**config.mk**
```make
export PLATFORM = sky130hd
export DESIGN_NAME = lppg_fifo
export DESIGN_NICKNAME = d
export VERILOG_FILES = /design/src/sv/loop_patch_point_gather_macros.svh /design/src/sv/lppg_fifo.sv
export SDC_FILE = /design/constraint.sdc
export NUM_CORES = 1
export LEC_CHECK = 0
export ABC_CLOCK_PERIOD_IN_PS = 3000
export BUFFER_PORTS_ARGS = -buffer_cell sky130_fd_sc_hd__buf_2
export CAP_MARGIN = 10
export CORE_ASPECT_RATIO = 0.8
export CORE_MARGIN = 3
export CORE_UTILIZATION = 30
export CTS_CLUSTER_SIZE = 28
export DETAILED_ROUTE_END_ITERATION = 8
export REMOVE_ABC_BUFFERS = 1
export SETUP_SLACK_MARGIN = 0.4
export SLEW_MARGIN = 5
export SYNTH_ARGS = -nofsm -noshare
export SYNTH_HDL_FRONTEND = slang
export SYNTH_SLANG_ARGS = --single-unit
```
**constraint.sdc**
```tcl
create_clock -name clock -period 3 [get_ports clock]
set_clock_uncertainty 0.2 [all_clocks]
set_input_delay 0.15 -clock clock [delete_from_list [all_inputs] [get_ports clock]]
set_output_delay 0.15 -clock clock [all_outputs]
set_load 0.03 [all_outputs]
```
**src/sv/loop_patch_point_gather_macros.svh**
```systemverilog
// Assertion helpers for the file that checks this block.
`ifndef LOOP_PATCH_POINT_GATHER_MACROS_SVH
`define LOOP_PATCH_POINT_GATHER_MACROS_SVH

// Consequent must hold in the same cycle as the antecedent.
`define LPPG_ASSERT_NOW(label, clk, rst, ante, cons, msg) \
   label: assert property (@(posedge clk) disable iff (rst) (ante) |-> (cons)) \
      else $error(msg);

// Consequent must hold in the cycle after the antecedent.
`define LPPG_ASSERT_NEXT(label, clk, rst, ante, cons, msg) \
   label: assert property (@(posedge clk) disable iff (rst) (ante) |=> (cons)) \
      else $error(msg);

`endif

```
**src/sv/lppg_fifo.sv**
```systemverilog
module lppg_fifo #(
   parameter int WIDTH = 8,
   parameter int DEPTH = 4
) (
   input  logic             clock,
   input  logic             reset,
   input  logic             push,
   input  logic [WIDTH-1:0] wdata,
   output logic             full,
   input  logic             pop,
   output logic [WIDTH-1:0] rdata,
   output logic             empty
);

   localparam int PW = $clog2(DEPTH);
   localparam int CW = $clog2(DEPTH + 1);

   logic [WIDTH-1:0] mem_ff [DEPTH];
   logic [PW-1:0] wr_ptr_ff, rd_ptr_ff;
   logic [CW-1:0] count_ff;
   logic do_push, do_pop;

   assign full = (count_ff == CW'(DEPTH));
   assign empty = (count_ff == '0);
   assign do_push = push && !full;
   assign do_pop = pop && !empty;
   assign rdata = mem_ff[rd_ptr_ff];

   always_ff @(posedge clock) begin
      if (reset) begin
         wr_ptr_ff <= '0;
         rd_ptr_ff <= '0;
         count_ff <= '0;
      end else begin
         if (do_push) begin
            wr_ptr_ff <= (wr_ptr_ff == PW'(DEPTH - 1)) ? '0 : wr_ptr_ff + 1'b1;
         end
         if (do_pop) begin
            rd_ptr_ff <= (rd_ptr_ff == PW'(DEPTH - 1)) ? '0 : rd_ptr_ff + 1'b1;
         end
         if (do_push && !do_pop) begin
            count_ff <= count_ff + 1'b1;
         end else if (do_pop && !do_push) begin
            count_ff <= count_ff - 1'b1;
         end
      end
   end

   always_ff @(posedge clock) begin
      if (do_push) begin
         mem_ff[wr_ptr_ff] <= wdata;
      end
   end

endmodule

```
==> results.md <==
Yosys:
- Yosys printed 0 warnings.
- After synthesis, the mean cell area works out to 17.9 µm².
- Sorting the synthesized cells by how often they occur yields edfxtp_1 (32), dfxtp_1 (9), mux4_2 (8).
- The share of the Yosys chip area taken by registers is 69.4%.
- The cell type with the largest total area after synthesis is edfxtp_1.
- The number of flops mapped to enable cells by yosys is 32.
- The gate count after technology mapping is 92.
- By area the synthesized netlist is led by edfxtp_1 (58%), dfxtp_1 (11%), mux4_2 (11%), ha_1 (4.6%), and3_2 (1.8%).
- The synthesized flop and latch total is 41.
- The number of distinct library cell variants in the gate-level netlist after synthesis is 26.
- The synthesized design devotes to its leading area cell type 58.4% of total area.
- The summed instance area of the synthesized netlist is 1650 µm².
- Among all cell types in the netlist, the one instantiated most often is edfxtp_1.
- For this run, asynchronously set or reset flops after synthesis account for 0%.
- The most used flip-flop cell after synthesis is edfxtp_1.

Place:
- At the end of routability-driven placement, the weighted congestion stood at 0.715.
- The placed instance area is 1800 µm².
- Input and output buffers added on the ports amount to 21.
- Summed over all nets, the half-perimeter wirelength after detailed placement is 1900 µm.

Status:
- The run finished with clean final reports.

Critical path:
- The register-to-register path setup slack is 0.57 ns.
- By startpoint and endpoint, the worst setup path is classified as reg2reg.
- The required time at the endpoint of the critical path is 3.01 ns.
- Of all nets on the critical path, the largest fanout is 5.
- The worst setup path is launched from a flop.
- The startpoint identified for the worst register-to-register timing path is count_ff[2]$_SDFFE_PP0P_.
- The arrival time reported for the critical path endpoint is 2.45 ns.
- The critical path starts at count_ff[2]$_SDFFE_PP0P_.
- STA classifies the critical path endpoint as a flop.

GRT:
- The global-route usage over all layers is 9.60%.
- The wire length of the first global-routing pass is 4460 µm.
- The number of global-route vias before repair was 950.
- The pin count of the biggest net entering global routing is 14.
- For this run the aggregate overflow at the end of global routing stands at 0.
- The number of antenna violations at the first check in global routing was 0.

Final layout:
- The net count of the finished layout is 146.
- The post-route netlist has 39.8% of its cells at a drive strength greater than 1.
- The area added between synthesis and finish is 23.8%.
- The design area is 2040 µm².
- 0 antenna diodes ended up in the layout.
- Fill cells in the final layout number 468.

CTS:
- The sink count of the clock tree is 41.
- The clock latency on the worst-skew pair is 0.28 ns.
- The tree is rooted in a clkbuf_8.
- The maximum count of clock buffers along a single path is 2.
- The CTS tree is built.
- The H-tree was split into 2 levels.
- The number of clock buffers inserted by TritonCTS is 5.
- After clock tree synthesis, the clock-pin slew on the worst setup and hold paths is 0.07 ns.

Routing:
- Once detail routing completed, the nets flagged for antenna violations numbered 0.
- The average wire per cell in the routed design is 14.6 µm.
- The number of DRC violations after detailed routing is 0.
- The via density per instance is 4.75.
- The DRC marker count from the first detailed-route iteration is 50.
- The total iterations of the first detailed-routing run is 4.
- Summed over all layers, the routed wires come to 2770 µm.
- The final route contains 903 vias.

Timing:
- Dividing the final minimum period by the clock period gives 81.2%.
- The number of pins with negative max-slew slack in the final report is 0.
- Setup violations remaining at the end of the flow were counted as 0.
- The final count of hold timing violations is 0.
- The final sum of negative setup slack is 0 ns.
- Setup repair after global routing left no endpoint under its margin.
- Measured against its own limit, the worst slew margin works out to 62.2%.
- The slew of the pin with the lowest slew margin is 0.567 ns.
- The shortest clock period the worst path allows after layout is 2.43 ns.
- Based on the critical path, the design can be clocked at up to 411 MHz.
- The tightest hold path in the finished design has a slack of 0.0689 ns.

Power:
- The worst supply voltage drop on vdd is 0.481 mV.
- The portion of total power attributed to combinational logic is 28.3%.
- The net switching component of the power is 0.514 mW.
- The sequential power share is 46.4%.
- Of the total power, the share spent switching nets is 30.9%.
- Power spread over the standard cell area amounts to 816 nW/µm².
- The cell-internal power is 1.15 mW.
- The clock share of power is 25.3%.
- For this design the static power due to leakage is 0.750 nW.

Die:
- The horizontal die dimension is 88.8 µm.
- The floorplan step defined a die boundary enclosing 6410 µm².
- The core area is 5150 µm².
- The site row count is 23.
- The die span in y is 72.2 µm.
- The I/O pin count is 22.
- The starting utilization of the core area is 31.9%.

Hold path:
- The beginning of the worst hold path is pop.
- The worst hold path belongs to the class in2reg.

Flow run:
- The reported max-cap violation count is 0.
==> cell type report <==
class                      count  area [µm²]  share of cell area, %
clock buffer                   6        72.6                   3.56
clock inverter                 2        35.0                   1.72
inverter                       5        23.8                   1.17
multi-input combinational     42         470                   23.1
sequential                    41        1140                   56.2
tap                           62        77.6                   3.81
timing repair buffer          32         213                   10.4
==> logic make-up (layout without fill, tap and decap cells) <==
family | Yosys count | count (layout) | synth area share [%]
AND/OR/NAND/NOR | 16 | 16 | 5.70
adder cells (fa/ha/maj) | 7 | 7 | 5.78
multiplexers | 10 | 10 | 12.2
XOR/XNOR | 2 | 2 | 1.06
buffers and inverters | 9 | 45 | 2.89
flip-flops | 41 | 41 | 69.4
AO/OA/AOI/OAI | 7 | 7 | 3.04
==> metal layers <==
metal | wire length, µm | track usage (%)
met4 | 17 | 3.52
met3 | 137 | 3.41
met2 | 1370 | 15.7
met1 | 1250 | 11.7
met5 | 0 | 0
==> flip-flops by register name, summed over array words and instances, names as in the netlist, named ones only <==
register / count
count_ff: 3
mem_ff: 32
rd_ptr_ff: 2
wr_ptr_ff: 2
==> path summary, 6_finish.rpt <==
kind / end / depth (start not counted)
worst min register to register: flop / 2
worst min-delay path: flop / 4
worst max-delay path: count_ff[2]$_SDFFE_PP0P_ / 9
worst max register to register: count_ff[2]$_SDFFE_PP0P_ / 9
==> worst max-delay path: stages (launching register included) <==
cell and delay, ns:
dfxtp_2 0.35, or3b_4 0.28, clkinv_4 0.06, nor2_2 0.13
ha_2 0.20, inv_1 0.05, fa_1 0.38, xor2_1 0.15
or3_2 0.41, a21oi_1 0.15
==> cells in the final DEF, fill, tap and decap left out <==
cell,n
mux4_2,8
nor2_2,1
a21oi_1,3
buf_4,1
dfxtp_1,6
buf_2,21
clkinv_2,1
nor3_1,2
edfxtp_1,32
xor2_1,2
inv_1,4
clkinv_4,1
fa_1,1
and3_2,4
bufinv_16,1
ha_2,1
dlygate4sd3_1,10
mux2i_1,2
o31ai_2,1
or3_1,1
ha_1,5
nand3_1,2
nand2_1,1
dfxtp_2,3
nor2_1,3
o21ai_0,1
or3b_4,1
or3_2,1
o21ai_1,1
o31ai_4,1
clkbuf_1,1
clkbuf_8,5
==> per-stage QoR <==
stage	util [%]	worst slack, ns	instances	power [mW]
floorplan	-	0.533	88	1.10
global placement	35.0	0.549	171	1.21
detailed placement	35.0	0.420	171	1.23
CTS	39.1	0.402	189	1.66
global route	39.5	0.433	190	1.76
finish	39.5	0.565	190	1.66
==> power by group through the flow <==
stage,Sequential [mW],Clock (mW),Combinational (mW)
floorplan,0.756,0,0.343
global placement,0.772,0,0.437
detailed placement,0.778,0,0.451
CTS,0.765,0.433,0.463
global route,0.786,0.461,0.511
finish,0.771,0.421,0.471
==> what timing repair did <==
action	in CTS	in global routing
hold endpoints to repair	41	0
resized for setup	0	6
setup endpoints to repair	0	1
buffers inserted	0	1
hold buffers	10	0
No activity file was read; power rests on OpenSTA's default activity.
