$ cat src/sv/loop_patch_point_gather_macros.svh
// Assertion helpers for the file that checks this block.
`ifndef LOOP_PATCH_POINT_GATHER_MACROS_SVH
`define LOOP_PATCH_POINT_GATHER_MACROS_SVH

// Consequent must hold in the same cycle as the antecedent.
`define LPPG_ASSERT_NOW(label, clk, rst, ante, cons, msg) \
   label: assert property (@(posedge clk) disable iff (rst) (ante) |-> (cons)) \
      else $error(msg);

// Consequent must hold in the cycle after the antecedent.
`define LPPG_ASSERT_NEXT(label, clk, rst, ante, cons, msg) \
   label: assert property (@(posedge clk) disable iff (rst) (ante) |=> (cons)) \
      else $error(msg);

`endif

$ cat src/sv/lppg_pkg.sv
package lppg_pkg;

   localparam int VTX_W = 12;
   localparam int SLOT_IN_W = 4;
   localparam int VAL_W = 5;
   localparam int POS_W = 5;
   // Ring offsets stay below the 5-bit valence, counters below 64.
   localparam int A_W = 5;
   localparam int CNT_W = 6;
   localparam int K_W = 6;

   localparam int CMD_Q_DEPTH = 4;
   localparam int RSP_Q_DEPTH = 4;

   localparam logic [VAL_W-1:0] REG_VALENCE = 5'd6;
   localparam logic [K_W-1:0] REG_POINTS = 6'd12;

   localparam logic OP_LOAD = 1'b0;
   localparam logic OP_QUERY = 1'b1;

   typedef logic [VTX_W-1:0] vtx_type;

   typedef enum logic [1:0] {
      STATUS_OK,
      STATUS_NOT_NB,
      STATUS_VAL_BIG
   } status_type;

   typedef enum logic [1:0] {
      CMD_LOAD,
      CMD_QUERY,
      CMD_ERR
   } cmd_kind_type;

   typedef struct packed {
      cmd_kind_type kind;
      status_type err;
      vtx_type v0;
      vtx_type v1;
      vtx_type v2;
      logic [SLOT_IN_W-1:0] slot;
      logic [VAL_W-1:0] valence;
      logic ring_wr;
   } cmd_type;

   typedef struct packed {
      vtx_type point_index;
      logic [POS_W-1:0] point_position;
      logic irregular_patch;
      status_type status;
      logic last;
   } res_type;

   typedef enum logic [2:0] {
      BK_IDLE,
      BK_VAL,
      BK_PICK,
      BK_SCAN,
      BK_EMIT_RD,
      BK_EMIT_WR,
      BK_ERR
   } bk_state_type;

   localparam int CMD_W = $bits(cmd_type);
   localparam int RES_W = $bits(res_type);

   // x mod 6 for x below 64, by reciprocal multiply (43/256).
   function automatic logic [2:0] mod6(input logic [5:0] x);
      logic [11:0] prod;
      logic [5:0] q;
      logic [5:0] r;
      prod = 12'(x) * 12'd43;
      q = {2'b00, prod[11:8]};
      r = x - 6'(q * 6'd6);
      return r[2:0];
   endfunction

endpackage

$ cat src/sv/lppg_front.sv
module lppg_front #(
   parameter int MAX_VERTICES = 4096,
   parameter int MAX_VALENCE = 16
) (
   input  logic                     req_fire,
   input  logic                     req_op,
   input  logic [11:0]              req_load_vertex,
   input  logic [3:0]               req_load_slot,
   input  logic [11:0]              req_load_neighbour,
   input  logic [4:0]               req_load_valence,
   input  logic [11:0]              req_face_vertex_a,
   input  logic [11:0]              req_face_vertex_b,
   input  logic [11:0]              req_face_vertex_c,
   output logic                     cmd_push,
   output lppg_pkg::cmd_type        cmd
);
   import lppg_pkg::*;

   logic val_big, load_out, face_out, drop;

   assign val_big = int'(req_load_valence) > MAX_VALENCE;
   assign load_out = int'(req_load_vertex) >= MAX_VERTICES;
   assign face_out = (int'(req_face_vertex_a) >= MAX_VERTICES) ||
                     (int'(req_face_vertex_b) >= MAX_VERTICES) ||
                     (int'(req_face_vertex_c) >= MAX_VERTICES);

   always_comb begin
      cmd = '0;
      drop = 1'b0;
      cmd.slot = req_load_slot;
      cmd.valence = req_load_valence;
      cmd.ring_wr = int'(req_load_slot) < MAX_VALENCE;
      cmd.err = STATUS_OK;
      if (req_op == OP_LOAD) begin
         cmd.v0 = req_load_vertex;
         cmd.v1 = req_load_neighbour;
         cmd.v2 = '0;
         priority if (val_big) begin
            cmd.kind = CMD_ERR;
            cmd.err = STATUS_VAL_BIG;
         end else if (load_out) begin
            cmd.kind = CMD_LOAD;
            drop = 1'b1;
         end else begin
            cmd.kind = CMD_LOAD;
         end
      end else begin
         cmd.v0 = req_face_vertex_a;
         cmd.v1 = req_face_vertex_b;
         cmd.v2 = req_face_vertex_c;
         if (face_out) begin
            cmd.kind = CMD_ERR;
            cmd.err = STATUS_NOT_NB;
         end else begin
            cmd.kind = CMD_QUERY;
         end
      end
   end

   assign cmd_push = req_fire && !drop;

endmodule

$ cat config.mk
export PLATFORM = sky130hd
export DESIGN_NAME = lppg_front
export DESIGN_NICKNAME = d
export VERILOG_FILES = /design/src/sv/loop_patch_point_gather_macros.svh /design/src/sv/lppg_pkg.sv /design/src/sv/lppg_front.sv
export SDC_FILE = /design/constraint.sdc
export NUM_CORES = 1
export LEC_CHECK = 0
export ABC_AREA = 0
export ABC_CLOCK_PERIOD_IN_PS = 900
export BUFFER_PORTS_ARGS = -buffer_cell sky130_fd_sc_hd__buf_2
export CAP_MARGIN = 25
export CORE_MARGIN = 1
export CORE_UTILIZATION = 23
export DETAILED_ROUTE_END_ITERATION = 8
export PLACE_DENSITY = 0.87
export SLEW_MARGIN = 30
export SYNTH_ARGS = -nofsm -noshare
export SYNTH_HDL_FRONTEND = slang
export SYNTH_SLANG_ARGS = --single-unit
export TNS_END_PERCENT = 20
$ cat constraint.sdc
create_clock -name vclk -period 0.9
set_clock_uncertainty 0.05 [all_clocks]
set_input_delay 0.135 -clock vclk [all_inputs]
set_output_delay 0.135 -clock vclk [all_outputs]
set_load 0.005 [all_outputs]
==> results of run 1 <==
[kinds of logic (layout without fill, tap and decap cells)]
group	count (synthesis)	after routing	synth area share [%]
other	2	2	1.29
multiplexers	24	24	57.4
buffers and inverters	18	116	26.0
AND/OR/NAND/NOR	14	14	15.3
[per-stage QoR]
step,TNS (ns),instances,util [%],hold WS [ns],area (µm²)
floorplan,-0.000917,58,-,0.301,618
global placement,-4.29,181,47.1,0.220,1080
detailed placement,-4.50,181,47.1,0.220,1080
CTS,-3.25,184,57.5,0.220,1320
global route,-3.05,184,61.4,0.220,1410
finish,-2.63,184,61.4,0.220,1410
[power by group]
part / internal [mW] / total (mW) / switching [mW]
Clock: 0 / 0 / 0
Sequential: 0 / 0 / 0
Combinational: 0.506 / 0.724 / 0.217
Total: 0.506 / 0.724 / 0.217
[path summary, 6_finish.rpt]
kind | end | depth (start not counted)
worst max-delay path | cmd[23] | 4
worst min-delay path | cmd[6] | 0
[metal layers]
metal | wire [µm] | up-vias | global-route usage [%]
met5 | 0 | - | 0
met4 | 12 | 0 | 0.877
met3 | 234 | 4 | 1.16
met1 | 712 | 354 | 13.6
met2 | 1470 | 57 | 33.8
li1 | - | 378 | -
[layout make-up]
cell class | count | area, µm² | area share, %
tap | 28 | 35.0 | 2.48
multi-input combinational | 40 | 490 | 34.8
timing repair buffer | 116 | 885 | 62.7
[synth_stat cells, drive strengths merged]
library cell  instances
conb                  2
nor3b                 1
and2                 12
nor4                  1
mux2                 24
clkbuf                1
buf                  17
[what timing repair did]
item	4_1_cts	5_1_grt
gates resized for setup	31	20
gates cloned	3	0
pin swaps	0	2
endpoints found under the setup margin	29	38
[cell usage in the layout, fill, tap and decap left out]
cell type	netlist	final
and2_1	12	9
and2_4	0	3
buf_12	1	3
buf_16	0	3
buf_2	0	80
buf_6	2	29
buf_8	0	1
conb_1	2	2
mux2_4	17	24
nor3b_4	0	1
nor4_4	0	1
==> summary.txt, run 1 <==
Power
  – Power Total: 724 µW
  – Max VDD drop: 0.277 mV
  – Power density over the cells: 513 nW/µm²
  – LEAKAGE: 0.822 nW

Floorplanning
  – Num rows: 17
  – Effective utilization at floorplan: 25.3%
  – Die Wd: 52.3 µm
  – Die area: 2730 µm²
  – IO Pins: 122
  – Core footprint: 2300 µm²
  – Die Ht: 52.3 µm

Critical path
  – CP endpoint kind: output port
  – Required time of the critical path: 0.71 ns
  – Crit path max-delay cell type: mux2_4
  – CP max FO: 8
  – Buf/Inv on CP: 3
  – CP arrival: 0.83 ns
  – Crit. Startpoint: req_op
  – CP startpoint kind: input port
  – Critical path's top delay family: buffers and inverters
  – Kind of critical path: input port to output port
  – CP max stage delay: 0.30 ns
  – Most used cell, CP: buf_12
  – Cell Chain, Critical Path: buf_12 -> buf_12 -> mux2_4 -> buf_6

Hold path
  – Hold Path Origin: req_load_slot[0]
  – Worst min-delay path category: input port to output port

Routing
  – Vias per cell: 4.31
  – Number of DRC markers in iteration 0: 2
  – WL/cell: 13.2 µm
  – First-pass DRT Iterations: 2
  – # DRC: 0
  – Post-DRT Antenna Nets: 0
  – Total wire length: 2.43 mm
  – Vias: 793

Cells and area
  – # diodes: 0
  – CLK BUF: 0
  – Layout Nets: 229
  – Storage cell area: 0 µm²
  – Fill cells: 191
  – Syn-to-layout area delta: 142%
  – FF+latch count: 0
  – Share of layout cells above drive strength 1: 92.9%

Run status
  – Failing checks: negative setup slack
  – Status: finished, violations left

STA
  – RSZ-0062 raised after global routing: yes
  – Final WS setup: -0.116 ns
  – Final Critical Period: 1.02 ns
  – Final Cycle Share: 113%
  – Fin. Hold Viols: 0
  – Final setup viols: 29
  – Final Max Tran Viols: 0
  – Max Freq: 0.984 GHz

Placement
  – PortBufs: 110
  – Routability cong.: 0.691
  – HPWL after DPL: 1.87 mm
  – Pre-CTS setup slack: -0.192 ns

Global routing
  – GR Util All Layers: 14.7%
  – Pin count of the biggest net entering global routing: 11
  – Initial antenna violation count: 0
  – Vias in the first global route: 706
  – GRT overflow: 0
  – First-pass GRT wire length: 3.01 mm

Logic synthesis
  – Post-Synthesis Mean Instance Area: 10.0 µm²
  – Synth unique cells: 10
  – Post-synth top area cell: mux2_4
  – Ranking of synthesized cells by area: mux2_4, buf_4, mux2_2
  – Register area share after synthesis: 0%
  – YS warnings: 0
  – Synth top area share: 43.9%
  – Cell area after synthesis: 582 µm²
  – Synthesized net count: 129
  – Cells after synthesis: 58

Clocking
  – Post-cts hold buffer count: 0
  – Postcts setup bufs: 0

Job
  – Max-cap violation count: 0
No activity file was read; power rests on OpenSTA's default activity.
==> run 2: changes to the inputs <==
--- a/config.mk
+++ b/config.mk
@@ -9,10 +9,12 @@
 export ABC_CLOCK_PERIOD_IN_PS = 900
 export BUFFER_PORTS_ARGS = -buffer_cell sky130_fd_sc_hd__buf_2
 export CAP_MARGIN = 25
+export CELL_PAD_IN_SITES_DETAIL_PLACEMENT = 1
+export CELL_PAD_IN_SITES_GLOBAL_PLACEMENT = 1
 export CORE_MARGIN = 1
-export CORE_UTILIZATION = 23
+export CORE_UTILIZATION = 13
 export DETAILED_ROUTE_END_ITERATION = 8
-export PLACE_DENSITY = 0.87
+export PLACE_DENSITY = 0.88
 export SLEW_MARGIN = 30
 export SYNTH_ARGS = -nofsm -noshare
 export SYNTH_HDL_FRONTEND = slang
==> run 2 against run 1 <==
The run still ends with negative setup slack left. Non-clock buffer count up 2. First-iteration DRC count rose to 5.5 times the previous value. Sequential cell count unchanged. Sequential share of layout area stayed put. Global-route usage decreased by 4.6 points. Cell count increased by 13%. Maximum frequency increased by 0.97%. Core utilization shrank 26 points. Largest cell class unchanged. Largest power group unchanged.
==> summary.txt, run 2 (same netlist as run 1, synthesis figures left out) <==
Run status
  – Status: finished, violations left
  – Failing checks: negative setup slack

Global routing
  – Pin count of the biggest net entering global routing: 9
  – Met2 usage: 23.2%
  – Met3 Resource Use GR: 1.15%
  – GR Util All Layers: 10.1%
  – Vias in the first global route: 816
  – First-pass GRT wire length: 3.64 mm
  – Top Usage Layer GRT: met2
  – Initial antenna violation count: 0
  – GR Layer Usage met1: 9.40%
  – GRT overflow: 0

Critical path
  – Cell Chain, Critical Path: buf_12 -> buf_12 -> mux2_4 -> buf_6
  – Crit path max-delay cell type: mux2_4
  – Critical path's top delay family: buffers and inverters
  – Capture point of the critical path: cmd[35]
  – Crit. Startpoint: req_op
  – CP arrival: 0.82 ns
  – Buf/Inv on CP: 3
  – CP endpoint kind: output port
  – Required time of the critical path: 0.71 ns
  – CP max FO: 8
  – CP max stage delay: 0.30 ns
  – Kind of critical path: input port to output port
  – WP depth: 4
  – CP startpoint kind: input port
  – Most used cell, CP: buf_12

Power
  – Max VDD drop: 0.172 mV
  – Power Total: 724 µW
  – LEAKAGE: 0.828 nW
  – Power density over the cells: 498 nW/µm²

STA
  – RSZ-0062 raised after global routing: yes
  – Final setup viols: 37
  – Fin. Hold Viols: 0
  – Final WS setup: -0.106 ns
  – Final Cycle Share: 112%
  – Final Critical Period: 1.01 ns
  – Final Max Tran Viols: 0
  – Max Freq: 0.994 GHz

Floorplanning
  – Core footprint: 4140 µm²
  – Die Ht: 68.9 µm
  – Die area: 4750 µm²
  – Die Wd: 68.9 µm
  – IO Pins: 122
  – Num rows: 23
  – Effective utilization at floorplan: 14.0%

Cells and area
  – Fill cells: 495
  – FF+latch count: 0
  – # diodes: 0
  – Final std cells w/o fill: 208
  – Layout Nets: 231
  – Share of layout cells above drive strength 1: 95.6%
  – Syn-to-layout area delta: 150%
  – Most common cell after layout, fill and taps aside: buf_2
  – Most frequent cells in the layout: buf_2, buf_6, mux2_4, and2_4, and2_1
  – Storage cell area: 0 µm²
  – CLK BUF: 0
  – Layout Utilization: 35.1%

Job
  – Max-cap violation count: 0

Routing
  – Vias per cell: 3.89
  – # DRC: 0
  – WL/cell: 13.1 µm
  – Vias: 809
  – Post-DRT Antenna Nets: 0
  – Total wire length: 2.73 mm
  – Number of DRC markers in iteration 0: 11
  – First-pass DRT Iterations: 2

Hold path
  – Worst min-delay path category: input port to output port
  – Hold Path Origin: req_load_slot[1]

Placement
  – Routability cong.: 0.698
  – HPWL after DPL: 2.17 mm
  – PortBufs: 110
  – Inst Count DP: 204
[run 2: cell types whose count changed in the layout (fill, tap and decap cells not counted)]
| cell | before | now |
|---|---|---|
| and2_1 | 9 | 5 |
| and2_4 | 3 | 7 |
| buf_16 | 3 | 2 |
| buf_2 | 80 | 79 |
| buf_6 | 29 | 34 |
| buf_8 | 1 | 0 |
| mux2_2 | 0 | 1 |
| mux2_4 | 24 | 23 |
[run 2: what timing repair did]
item / in CTS / in global routing
gates resized for setup: 36 / 20
cloned: 2 / 0
hold endpoints to repair: 0 / 0
setup buffers: 2 / 0
setup endpoints to repair: 35 / 37
hold buffers: 0 / 0
pin swaps: 2 / 2
[run 2: cell type report]
cell class | instances | area, µm² | area share, %
well taps | 50 | 62.6 | 4.31
multi-input cells | 40 | 497 | 34.2
repair buffers | 118 | 893 | 61.5
[run 2: metrics by stage]
| step | worst slack (ns) | hold slack (ns) | cell area (µm²) | setup TNS, ns |
|---|---|---|---|---|
| CTS | -0.113 | 0.220 | 1350 | -3.04 |
| detailed placement | -0.201 | 0.220 | 1120 | -5.37 |
| global route | -0.127 | 0.220 | 1450 | -3.49 |
| global placement | -0.180 | 0.220 | 1120 | -4.82 |
| floorplan | -0.000917 | 0.301 | 618 | -0.000917 |
| finish | -0.106 | 0.220 | 1450 | -2.80 |
[run 2: how the worst min path moves through the flow]
| stage | endpoint | slack [ns] | cells past startpoint |
|---|---|---|---|
| after CTS | cmd[7] | 0.22 | 0 |
| final | cmd[7] | 0.22 | 0 |
| after detailed placement | cmd[7] | 0.22 | 0 |
| after global routing | cmd[9] | 0.22 | 0 |
| after global placement | cmd[7] | 0.22 | 0 |
| after floorplan | cmd[1] | 0.30 | 1 |
[run 2: power by group]
group | leakage (nW) | switching [mW] | internal [mW] | total, mW
Combinational | 0.828 | 0.216 | 0.508 | 0.724
Clock | 0 | 0 | 0 | 0
Sequential | 0 | 0 | 0 | 0
Total | 0.828 | 0.216 | 0.508 | 0.724
[run 2: routing by layer]
| layer | up-vias | routed length, µm | share of wire, % |
|---|---|---|---|
| met5 | - | 0 | 0 |
| met4 | 0 | 10 | 0.37 |
| met3 | 2 | 241 | 8.8 |
| met2 | 57 | 1630 | 60 |
| met1 | 370 | 840 | 31 |
| li1 | 380 | - | - |
==> run 3: changes to the inputs <==
--- a/config.mk
+++ b/config.mk
@@ -14,7 +14,7 @@
 export CORE_MARGIN = 1
 export CORE_UTILIZATION = 13
 export DETAILED_ROUTE_END_ITERATION = 8
-export PLACE_DENSITY = 0.88
+export PLACE_DENSITY = 0.93
 export SLEW_MARGIN = 30
 export SYNTH_ARGS = -nofsm -noshare
 export SYNTH_HDL_FRONTEND = slang
==> run 3 against run 2 <==
Global-route usage fell by 1.7 points. Die area did not move. Largest power group unchanged. Highest routed layer unchanged. Non-clock buffer count rose by 1. Count of clock-buffer cells in the layout did not move. The flow still finishes with violations (negative setup slack). Worst setup slack got worse by 0.0051 ns. Power fell by 2.0%. Maximum frequency fell by 0.50%. Hold slack barely moved.
==> summary.txt, run 3 (same netlist as run 1, synthesis figures left out) <==
Run status
  – Status: finished, violations left
  – Failing checks: negative setup slack

Critical path
  – Kind of critical path: input port to output port
  – CP max FO: 8
  – Critical path's top delay family: buffers and inverters
  – CP max stage delay: 0.30 ns
  – Cell Chain, Critical Path: buf_12 -> buf_12 -> mux2_4 -> buf_6
  – CP endpoint kind: output port
  – Crit. Startpoint: req_op
  – CP startpoint kind: input port
  – Capture point of the critical path: cmd[27]
  – Buf/Inv on CP: 3
  – WP depth: 4
  – Most used cell, CP: buf_12
  – Crit path max-delay cell type: mux2_4
  – Required time of the critical path: 0.71 ns
  – CP arrival: 0.83 ns

STA
  – Final Cycle Share: 112%
  – Final WS setup: -0.111 ns
  – Final Max Tran Viols: 0
  – Fin. Hold Viols: 0
  – Final Critical Period: 1.01 ns
  – RSZ-0062 raised after global routing: yes
  – Max Freq: 0.989 GHz
  – Final hold slack: 0.220 ns
  – Final setup viols: 36

Cells and area
  – CLK BUF: 0
  – Most common cell after layout, fill and taps aside: buf_2
  – Share of layout cells above drive strength 1: 94.3%
  – Layout Nets: 232
  – # diodes: 0
  – Syn-to-layout area delta: 145%
  – Most frequent cells in the layout: buf_2, buf_6, mux2_4, and2_1, and2_4
  – FF+latch count: 0
  – Storage cell area: 0 µm²
  – Final std cells w/o fill: 209

Floorplanning
  – Effective utilization at floorplan: 14.0%
  – Die area: 4750 µm²
  – Die Wd: 68.9 µm
  – Core footprint: 4140 µm²
  – Die Ht: 68.9 µm
  – Num rows: 23
  – IO Pins: 122

Power
  – Logic pwr share: 100.0%
  – Max VDD drop: 0.178 mV
  – Power Total: 710 µW
  – Int Power: 500 µW
  – Clock network fraction of total power: 0%
  – Sequential power share: 0%
  – Power density over the cells: 498 nW/µm²
  – Sw frac: 29.5%
  – Switch Pwr: 210 µW
  – LEAKAGE: 0.822 nW

Global routing
  – Vias in the first global route: 764
  – GRT overflow: 0
  – Pin count of the biggest net entering global routing: 10
  – GR Util All Layers: 8.45%
  – Initial antenna violation count: 0
  – First-pass GRT wire length: 3.07 mm

Routing
  – First-pass DRT Iterations: 2
  – Vias: 821
  – Max Used Layer: met4
  – Vias per cell: 3.93
  – # DRC: 0
  – Number of DRC markers in iteration 0: 6
  – Total wire length: 2.46 mm
  – Post-DRT Antenna Nets: 0
  – Wire length on met2: 1.43 mm
  – Met1 Wirelength: 697 µm
  – Met3 wire len: 300 µm
  – WL/cell: 11.8 µm

Clocking
  – Post-cts hold buffer count: 0

Placement
  – HPWL after DPL: 2.00 mm
  – Inst Count DP: 204
  – Routability cong.: 0.729
  – PortBufs: 110

Hold path
  – Cells on Worst Hold Path: 0
  – Worst min-delay path category: input port to output port

Job
  – Max-cap violation count: 0
run 3: changes by cell type in the layout (fill, tap and decap cells not counted), sizes merged:
cell	change
buf	+1
run 3: area by class of cell:
type | instances | area (µm²)
Fill cell | 495 | 2720
Timing Repair Buffer | 119 | 881
Multi-Input combinational cell | 40 | 483
Tap cell | 50 | 62.6
run 3: stage by stage:
step	setup slack (ns)	setup TNS, ns	util, %	cell area [µm²]
3_3_place_gp	-0.191	-4.80	26.9	1120
3_5_place_dp	-0.200	-5.18	26.9	1120
4_1_cts	-0.122	-3.15	31.9	1320
2_1_floorplan	-0.000917	-0.000917	-	618
5_1_grt	-0.140	-3.73	34.4	1430
6_report	-0.111	-2.98	34.4	1430
run 3: layer usage:
| metal | GRT usage (%) | vias to the layer above |
|---|---|---|
| li1 | - | 384 |
| met1 | 7.36 | 364 |
| met2 | 19.7 | 69 |
| met3 | 0.822 | 4 |
| met4 | 1.28 | 0 |
| met5 | 0 | - |
run 3: worst min path at each step:
stage / start / to / slack [ns]
CTS: req_fire / cmd_push / 0.22
global placement: req_fire / cmd_push / 0.22
finish: req_load_slot[0] / cmd[6] / 0.22
detailed placement: req_fire / cmd_push / 0.22
global route: req_load_slot[1] / cmd[7] / 0.22
floorplan: req_load_valence[0] / cmd[1] / 0.30
run 3: power by group through the flow:
stage	Combinational [mW]	Clock, mW	Sequential [mW]
global placement	0.496	0	0
CTS	0.652	0	0
finish	0.710	0	0
global route	0.768	0	0
floorplan	0.284	0	0
detailed placement	0.511	0	0
run 3: repair_timing:
| item | in CTS | in global routing |
|---|---|---|
| setup buffers | 2 | 1 |
| gates cloned | 2 | 0 |
| resized for setup | 28 | 19 |
| endpoints found under the hold margin | 0 | 0 |
| endpoints found under the setup margin | 32 | 33 |
| pin swaps | 1 | 1 |
